### config.mk
export PLATFORM = sky130hd
export DESIGN_NAME = inline_qos_parameter_list_walker_unit
export DESIGN_NICKNAME = d
export VERILOG_FILES = /design/src/rtl/iqplw_pkg.sv /design/src/rtl/iqplw_ram.sv /design/src/rtl/inline_qos_parameter_list_walker_unit.sv
export SDC_FILE = /design/constraint.sdc
export NUM_CORES = 1
export LEC_CHECK = 0
export BUFFER_PORTS_ARGS = -buffer_cell sky130_fd_sc_hd__buf_2
export CORE_MARGIN = 1
export CORE_UTILIZATION = 42
export CTS_CLUSTER_DIAMETER = 40
export CTS_CLUSTER_SIZE = 24
export DETAILED_ROUTE_END_ITERATION = 8
export PLACE_DENSITY = 0.62
export SYNTH_ARGS = -nofsm -noshare
export SYNTH_HDL_FRONTEND = slang
export SYNTH_SLANG_ARGS = --single-unit
### constraint.sdc
create_clock -name clock -period 13.69 [get_ports clock]
set_input_delay 2.0535 -clock clock [delete_from_list [all_inputs] [get_ports clock]]
set_output_delay 2.0535 -clock clock [all_outputs]
set_load 0.02 [all_outputs]
### src/rtl/iqplw_pkg.sv
package iqplw_pkg;

   localparam int IDENTITY_BYTES  = 24;
   localparam int ID_WORD_BYTES   = 8;
   localparam int ID_WORDS        = IDENTITY_BYTES / ID_WORD_BYTES;
   localparam int LENGTH_BITS_DEF = 16;

   localparam logic [1:0] CSR_SENTINEL_ID   = 2'd0;
   localparam logic [1:0] CSR_IDENTITY_ID_A = 2'd1;
   localparam logic [1:0] CSR_IDENTITY_ID_B = 2'd2;

   localparam logic [15:0] SENTINEL_ID_RST   = 16'd1;
   localparam logic [15:0] IDENTITY_ID_A_RST = 16'd131;
   localparam logic [15:0] IDENTITY_ID_B_RST = 16'd32783;

   localparam logic [1:0] STATUS_OK      = 2'd0;
   localparam logic [1:0] STATUS_OVERRUN = 2'd1;
   localparam logic [1:0] STATUS_NO_END  = 2'd2;

   localparam logic [1:0] LAST_WORD = 2'(ID_WORDS - 1);

   typedef enum logic [2:0] {
      PH_ID_LO,
      PH_ID_HI,
      PH_LEN_LO,
      PH_LEN_HI,
      PH_SKIP,
      PH_WAIT
   } phase_type;

   typedef struct packed {
      logic [7:0] octet;
      logic       end_of_region;
   } req_type;

   typedef struct packed {
      logic [1:0]  status;
      logic [15:0] payload_offset;
      logic        has_identity;
      logic [63:0] identity_word;
      logic [1:0]  word_index;
      logic        final_result;
   } rsp_type;

endpackage

### src/rtl/iqplw_ram.sv
module iqplw_ram #(
   parameter int WIDTH = 8,
   parameter int DEPTH = 4,
   localparam int AddrBits = (DEPTH > 1) ? $clog2(DEPTH) : 1
) (
   input  logic                clock,
   input  logic                wr_en,
   input  logic [AddrBits-1:0] wr_addr,
   input  logic [WIDTH-1:0]    wr_data,
   input  logic                rd_en,
   input  logic [AddrBits-1:0] rd_addr,
   output logic [WIDTH-1:0]    rd_data
);

   logic [WIDTH-1:0] mem_ff [DEPTH];
   logic [WIDTH-1:0] rd_data_ff;

   always_ff @(posedge clock) begin
      if (wr_en) begin
         mem_ff[wr_addr] <= wr_data;
      end
      if (rd_en) begin
         rd_data_ff <= mem_ff[rd_addr];
      end
   end

   assign rd_data = rd_data_ff;

endmodule

### src/rtl/inline_qos_parameter_list_walker_unit.sv
// Channel  Direction  Handshake          Payload
// req      in         req_valid/ready    one list byte + end-of-region flag
// rsp      out        rsp_valid/ready    status, offset, one 64-bit identity word
// csr      in         csr_write_en       csr_index, csr_wdata (16 bits)
//
// One byte per cycle; the walker logic updates its counters in the cycle a byte lands.
// A list end queues three results, read one per cycle from the identity word RAM while rsp_ready lets them out.
// While those results drain, a byte that ends a list or completes an identity
// word waits; other bytes still go in at one per cycle.
// Synchronous active-high reset re-arms the walker; the identity RAM needs no clear.
module inline_qos_parameter_list_walker_unit #(
   parameter int LENGTH_BITS = iqplw_pkg::LENGTH_BITS_DEF
) (
   input  logic               clock,
   input  logic               reset,
   input  logic               req_valid,
   output logic               req_ready,
   input  iqplw_pkg::req_type req_payload,
   output logic               rsp_valid,
   input  logic               rsp_ready,
   output iqplw_pkg::rsp_type rsp_payload,
   input  logic               csr_write_en,
   input  logic [1:0]         csr_index,
   input  logic [15:0]        csr_wdata
);

   import iqplw_pkg::*;

   localparam logic [LENGTH_BITS-1:0] OffsetMax = {LENGTH_BITS{1'b1}};
   localparam int CapBits  = $clog2(IDENTITY_BYTES);
   localparam int WordBits = $clog2(ID_WORD_BYTES);
   localparam int AddrBits = (ID_WORDS > 1) ? $clog2(ID_WORDS) : 1;
   localparam int AccBits  = 8 * (ID_WORD_BYTES - 1);

   // config
   logic [15:0] sent_ff, ida_ff, idb_ff;

   // walker
   phase_type              phase_ff, phase_in;
   logic [15:0]            pid_ff, pid_in;
   logic [7:0]             plen_lo_ff, plen_lo_in;
   logic [16:0]            owed_ff, owed_in;
   logic [LENGTH_BITS-1:0] off_ff, off_in;
   logic                   cap_ff, cap_in;
   logic                   found_ff, found_in;
   logic [CapBits-1:0]     cap_idx_ff, cap_idx_in;
   logic [AccBits-1:0]     acc_ff, acc_in;

   // emitter
   logic [1:0]  snap_status_ff;
   logic [15:0] snap_off_ff;
   logic        snap_has_ff;
   logic        rd_act_ff;
   logic [1:0]  rd_idx_ff;
   logic        rdv_ff;
   logic [1:0]  rdv_idx_ff;
   logic        rsp_valid_ff;
   rsp_type     rsp_ff;

   logic                   req_fire, busy, load_out, rd_issue;
   logic                   will_fin, will_wr;
   logic                   fin;
   logic [1:0]             fin_status;
   logic [LENGTH_BITS-1:0] off_inc;
   logic [15:0]            plen;
   logic [16:0]            plen_pad;
   logic [16:0]            owed_dec;
   logic                   id_hit;
   logic                   ram_we;
   logic [AddrBits-1:0]    ram_waddr;
   logic [63:0]            ram_wdata, ram_rdata;

   assign off_inc  = (off_ff != OffsetMax) ? off_ff + 1'b1 : off_ff;
   assign plen     = {req_payload.octet, plen_lo_ff};
   assign plen_pad = {1'b0, plen} + {15'd0, 2'(2'd0 - plen[1:0])};
   assign owed_dec = owed_ff - 17'd1;
   assign id_hit   = (pid_ff == ida_ff) || (pid_ff == idb_ff);

   assign will_wr = (phase_ff == PH_SKIP) && cap_ff && (&cap_idx_ff[WordBits-1:0]);

   always_comb begin
      unique case (phase_ff)
         PH_LEN_HI: will_fin = (pid_ff == sent_ff) || req_payload.end_of_region;
         PH_WAIT:   will_fin = 1'b0;
         default:   will_fin = req_payload.end_of_region;
      endcase
   end

   assign busy      = rd_act_ff || rdv_ff;
   assign req_ready = !busy || !(will_fin || will_wr);
   assign req_fire  = req_valid && req_ready;

   always_comb begin
      phase_in   = phase_ff;
      pid_in     = pid_ff;
      plen_lo_in = plen_lo_ff;
      owed_in    = owed_ff;
      off_in     = off_ff;
      cap_in     = cap_ff;
      found_in   = found_ff;
      cap_idx_in = cap_idx_ff;
      acc_in     = acc_ff;
      fin        = 1'b0;
      fin_status = STATUS_OK;
      ram_we     = 1'b0;
      ram_waddr  = cap_idx_ff[CapBits-1:WordBits];
      ram_wdata  = {req_payload.octet, acc_ff};
      if (req_fire) begin
         if (phase_ff != PH_WAIT) begin
            off_in = off_inc;
         end
         unique case (phase_ff)
            PH_ID_LO: begin
               pid_in   = {8'd0, req_payload.octet};
               phase_in = PH_ID_HI;
               if (req_payload.end_of_region) begin
                  fin        = 1'b1;
                  fin_status = STATUS_NO_END;
               end
            end
            PH_ID_HI: begin
               pid_in   = {req_payload.octet, pid_ff[7:0]};
               phase_in = PH_LEN_LO;
               if (req_payload.end_of_region) begin
                  fin        = 1'b1;
                  fin_status = STATUS_NO_END;
               end
            end
            PH_LEN_LO: begin
               plen_lo_in = req_payload.octet;
               phase_in   = PH_LEN_HI;
               if (req_payload.end_of_region) begin
                  fin        = 1'b1;
                  fin_status = STATUS_NO_END;
               end
            end
            PH_LEN_HI: begin
               if (pid_ff == sent_ff) begin
                  fin        = 1'b1;
                  fin_status = STATUS_OK;
               end else begin
                  if (id_hit && (plen >= 16'(IDENTITY_BYTES)) && !found_ff) begin
                     cap_in     = 1'b1;
                     found_in   = 1'b1;
                     cap_idx_in = '0;
                  end
                  owed_in  = plen_pad;
                  phase_in = (plen_pad != 17'd0) ? PH_SKIP : PH_ID_LO;
                  if (req_payload.end_of_region) begin
                     fin        = 1'b1;
                     fin_status = (plen != 16'd0) ? STATUS_OVERRUN : STATUS_NO_END;
                  end
               end
            end
            PH_SKIP: begin
               if (cap_ff) begin
                  acc_in = {req_payload.octet, acc_ff[AccBits-1:8]};
                  ram_we = &cap_idx_ff[WordBits-1:0];
                  cap_idx_in = cap_idx_ff + 1'b1;
                  if (cap_idx_ff == CapBits'(IDENTITY_BYTES - 1)) begin
                     cap_in = 1'b0;
                  end
               end
               owed_in = owed_dec;
               if (owed_dec == 17'd0) begin
                  phase_in = PH_ID_LO;
               end
               if (req_payload.end_of_region) begin
                  fin        = 1'b1;
                  fin_status = (owed_dec != 17'd0) ? STATUS_OVERRUN : STATUS_NO_END;
               end
            end
            PH_WAIT: begin
               if (req_payload.end_of_region) begin
                  phase_in = PH_ID_LO;
                  off_in   = '0;
                  cap_in   = 1'b0;
                  found_in = 1'b0;
               end
            end
            default: phase_in = PH_ID_LO;
         endcase
         if (fin) begin
            if (req_payload.end_of_region) begin
               phase_in = PH_ID_LO;
               off_in   = '0;
               cap_in   = 1'b0;
               found_in = 1'b0;
            end else begin
               phase_in = PH_WAIT;
            end
         end
      end
   end

   always_ff @(posedge clock) begin
      if (reset) begin
         phase_ff   <= PH_ID_LO;
         pid_ff     <= '0;
         plen_lo_ff <= '0;
         owed_ff    <= '0;
         off_ff     <= '0;
         cap_ff     <= 1'b0;
         found_ff   <= 1'b0;
         cap_idx_ff <= '0;
      end else begin
         phase_ff   <= phase_in;
         pid_ff     <= pid_in;
         plen_lo_ff <= plen_lo_in;
         owed_ff    <= owed_in;
         off_ff     <= off_in;
         cap_ff     <= cap_in;
         found_ff   <= found_in;
         cap_idx_ff <= cap_idx_in;
      end
      acc_ff <= acc_in;
   end

   always_ff @(posedge clock) begin
      if (reset) begin
         sent_ff <= SENTINEL_ID_RST;
         ida_ff  <= IDENTITY_ID_A_RST;
         idb_ff  <= IDENTITY_ID_B_RST;
      end else if (csr_write_en) begin
         unique case (csr_index)
            CSR_SENTINEL_ID:   sent_ff <= csr_wdata;
            CSR_IDENTITY_ID_A: ida_ff  <= csr_wdata;
            CSR_IDENTITY_ID_B: idb_ff  <= csr_wdata;
            default: ;
         endcase
      end
   end

   iqplw_ram #(
      .WIDTH(64),
      .DEPTH(ID_WORDS)
   ) u_id_ram (
      .clock  (clock),
      .wr_en  (ram_we),
      .wr_addr(ram_waddr),
      .wr_data(ram_wdata),
      .rd_en  (rd_issue),
      .rd_addr(AddrBits'(rd_idx_ff)),
      .rd_data(ram_rdata)
   );

   // result drain: read word k, then load the output register
   assign load_out = rdv_ff && (!rsp_valid_ff || rsp_ready);
   assign rd_issue = rd_act_ff && (!rdv_ff || load_out);

   always_ff @(posedge clock) begin
      if (reset) begin
         rd_act_ff    <= 1'b0;
         rd_idx_ff    <= '0;
         rdv_ff       <= 1'b0;
         rsp_valid_ff <= 1'b0;
      end else begin
         if (req_fire && fin) begin
            rd_act_ff <= 1'b1;
            rd_idx_ff <= '0;
         end else if (rd_issue) begin
            rd_idx_ff <= rd_idx_ff + 2'd1;
            if (rd_idx_ff == LAST_WORD) begin
               rd_act_ff <= 1'b0;
            end
         end
         if (rd_issue) begin
            rdv_ff <= 1'b1;
         end else if (load_out) begin
            rdv_ff <= 1'b0;
         end
         if (load_out) begin
            rsp_valid_ff <= 1'b1;
         end else if (rsp_ready) begin
            rsp_valid_ff <= 1'b0;
         end
      end
   end

   always_ff @(posedge clock) begin
      if (req_fire && fin) begin
         snap_status_ff <= fin_status;
         snap_off_ff    <= (fin_status == STATUS_OK) ? off_inc[15:0] : 16'd0;
         snap_has_ff    <= (fin_status == STATUS_OK) && found_ff;
      end
      if (rd_issue) begin
         rdv_idx_ff <= rd_idx_ff;
      end
      if (load_out) begin
         rsp_ff.status         <= snap_status_ff;
         rsp_ff.payload_offset <= snap_off_ff;
         rsp_ff.has_identity   <= snap_has_ff;
         rsp_ff.identity_word  <= snap_has_ff ? ram_rdata : 64'd0;
         rsp_ff.word_index     <= rdv_idx_ff;
         rsp_ff.final_result   <= (rdv_idx_ff == LAST_WORD);
      end
   end

   assign rsp_valid   = rsp_valid_ff;
   assign rsp_payload = rsp_ff;

endmodule

==> metrics.md <==
| Metric | Value |
|---|---|
| Status | `completed` |
| DRT Pass-1 Iters | `5` |
| Post-Synth Simple-Gate Area | `12.8%` |
| Mux contribution to synthesized area | `3.92%` |
| Critical path endpoint category | `output port` |
| First-pass GRT wire length | `69.7 mm` |
| Chip Height | `228 um` |
| Vias in the first global route | `12,900` |
| Core footprint | `50,300 um^2` |
| Post-DP HPWL | `25.8 mm` |
| Worst vdd ir | `0.0863 mV` |
| Total track usage | `16.9%` |
| Crit path launch | `req_payload[0]` |
| Leak Pwr | `0.00861 uW` |
| Clock latency on the worst-skew pair | `0.60 ns` |
| Mapped Cells | `1,643` |
| CTS resizes | `0` |
| Final Hold Viols | `0` |
| Placed cell areas | `22,700 um^2` |
| Routed length per instance | `17.5 um` |
| GPL Wtd Cong | `0.815` |
| Die ar. | `51,900 um^2` |
| DRC | `0` |
| Compound-Gate Fraction of Synth Area | `7.58%` |
| Post-cts hold buffer count | `0` |
| Total power | `3950 uW` |
| Worst Setup Path Type | `input pin to output port` |
| Row cnt | `82` |
| Die width | `228 um` |
| Congestion Overflow GR | `0` |
| Sequential fraction of the synthesis area | `69.9%` |
| R2r worst-path depth | `9` |
| Adder-cell share of the synthesized area | `0.525%` |
| Data arrival time of the worst path | `3.18 ns` |
| Io pins | `120` |
| Largest net degree at the start of global routing | `107` |
| Worst Max-Slew Pin Slew | `1.08 ns` |
| Final min period | `5.24 ns` |
| Mean Syn Cell Area | `13.0 um^2` |
| Hold path cells | `0` |
| CTS max path bufs | `3` |
| Worst R2R End | `u_id_ram.mem_ff[2][57]` |
| Fin cells | `2,495` |
| Count of cell types in the netlist | `73` |
| Hold WC Path Type | `flop to flop` |
| Async set-or-reset flop fraction in the synthesized netlist | `0%` |
| CP Launch Type | `input pin` |
| Synth warn | `0` |
| PwrDens | `157 nW/um^2` |
| Vias | `13,000` |
| Slew headroom | `28.1%` |
| Total Wirelength | `43.7 mm` |
| Post-synth EDFFs | `419` |
| Fin. max-slew vios | `0` |
| R2R Path Start | `phase_ff[0]` |
| Setup TNS | `0 ns` |
| CTS tree | `yes` |
| 1st-iter DRT viols | `823` |
| DR vias/cell | `5.20` |
| Final nets | `1,803` |
| Dpl cells | `2,358` |
| RSZ-0062 raised after global routing | `false` |
| Top_reg_cell synth | `edfxtp_1` |
| Initial antenna violation count | `0` |
| Diode count | `0` |
| Hold Path End | `rsp_payload[77]` |
| CTS Buf Count | `74` |
| Final antenna-violating net count | `0` |
| Synthesis-stage register bit count | `539` |
| Worst-path fanout max | `13` |
| Largest family of logic cells by synthesized area | `simple AND/OR/NAND/NOR gates` |
| Critical path required time | `11.64 ns` |
| Synth Net Count | `1,684` |
| Area Growth Syn to Fin | `17.7%` |
| Finished layout cell area | `25,200 um^2` |
| Xor-xnor portion of the synthesized cell area | `3.15%` |
| Post-CTS Setup Bufs | `0` |
| F_max | `0.191 GHz` |
| Clk sinks | `539` |
| Htree depth | `3` |
| Hold Startpoint | `snap_off_ff[9]` |
| Port-buffer cells | `119` |
| Clock slew at reported path FFs | `0.05 ns` |
| Mapped Area | `21,400 um^2` |
| Clk_skew | `0.0257 ns` |
| Final setup fails | `0` |
| Max-Cap Viols | `0` |
| Starting Density | `42.6%` |
| Final period util | `38.3%` |
| Root Driver | `clkbuf_16` |
| Layout cells sized above 1 | `15.9%` |
| Register-to-register setup slack | `9.88 ns` |
-- cells in the mapped netlist, types with 20 or more instances --
master	n	share of area (%)
clkbuf_1	66	1.2
xor2_1	43	1.8
o21ai_0	102	2.4
dfxtp_1	120	11
nor4_1	24	0.70
a21oi_1	88	2.1
nand3_1	37	0.86
mux2i_1	84	3.9
xnor2_1	34	1.4
nor2_1	78	1.4
nor3_1	24	0.56
inv_1	20	0.35
nand2_1	226	4.0
and2_1	71	2.1
edfxtp_1	419	59
-- cell type report --
type                    count  area [um^2]
multi-input cells         991         6030
fillers                  4358        25100
repair buffers            135          718
flip-flops and latches    539        15000
clock inverters            49          527
clock buffers              88         2040
inverters                  21         78.8
well taps                 672          841
-- worst max path at each step --
stage / to / slack [ns] / cells past startpoint
after floorplan: u_id_ram.mem_ff[2][0] / 5.34 / 8
after CTS: req_ready / 8.47 / 6
after global placement: req_ready / 8.53 / 6
after global routing: req_ready / 8.35 / 6
after detailed placement: req_ready / 8.48 / 6
final: req_ready / 8.45 / 6
-- cells by family after synthesis --
kind of cell,count (synthesis)
and+or+nand+nor,548
DFF,539
AOI/OAI and AO/OA,273
buffers and inverters,113
muxes,84
xor gates and xnor gates,77
adders and majority gates,9
-- registers in the layout (all words and copies together), names as in the netlist --
signal / flops
owed_ff: 17
plen_lo_ff: 8
snap_off_ff: 16
snap_status_ff: 2
idb_ff: 16
rsp_valid: 1
u_id_ram.mem_ff: 192
u_id_ram.rd_data: 64
found_ff: 1
sent_ff: 16
pid_ff: 16
cap_idx_ff: 5
ida_ff: 16
acc_ff: 56
phase_ff: 3
rsp_payload: 86
snap_has_ff: 1
rd_idx_ff: 2
rdv_idx_ff: 2
cap_ff: 1
rdv_ff: 1
rd_act_ff: 1
off_ff: 16
-- stage by stage --
stage	worst slack (ns)	utilization, %	hold slack [ns]
2_1_floorplan	5.34	-	0.400
3_3_place_gp	8.53	45.1	0.413
3_5_place_dp	8.48	45.1	0.411
4_1_cts	8.47	50.2	0.415
5_1_grt	8.35	50.2	0.424
6_report	8.45	50.2	0.418
-- critical path: stages --
cell and delay, ns:
buf_2 0.18, a21oi_1 0.14, o22ai_1 0.10, o22ai_1 0.29, o21bai_1 0.20, buf_2 0.20
-- cells in the final DEF (no fill, tap or decap), drive strengths merged, types with 45 or more instances in the layout --
cell type  Yosys  routed
inv           20      45
buf           25     135
nor2          78      78
mux2i         84      84
and2          71      71
nand2        226     226
edfxtp       419     419
dfxtp        120     120
o21ai        107     107
a21oi         88      88
clkbuf        67      88
-- layer usage --
layer | track usage [%] | wire length, um
met5 | 0 | 0
met4 | 6.40 | 949
met3 | 3.23 | 2090
met2 | 28.7 | 21700
met1 | 21.3 | 19100
-- report_power, final --
group,leakage (uW),internal [uW],switching [uW]
Combinational,0.00254,64.0,124
Clock,0.00125,1190,746
Sequential,0.00482,1810,24.7
Total,0.00861,3060,895
Power figures use the tool's default switching activity.
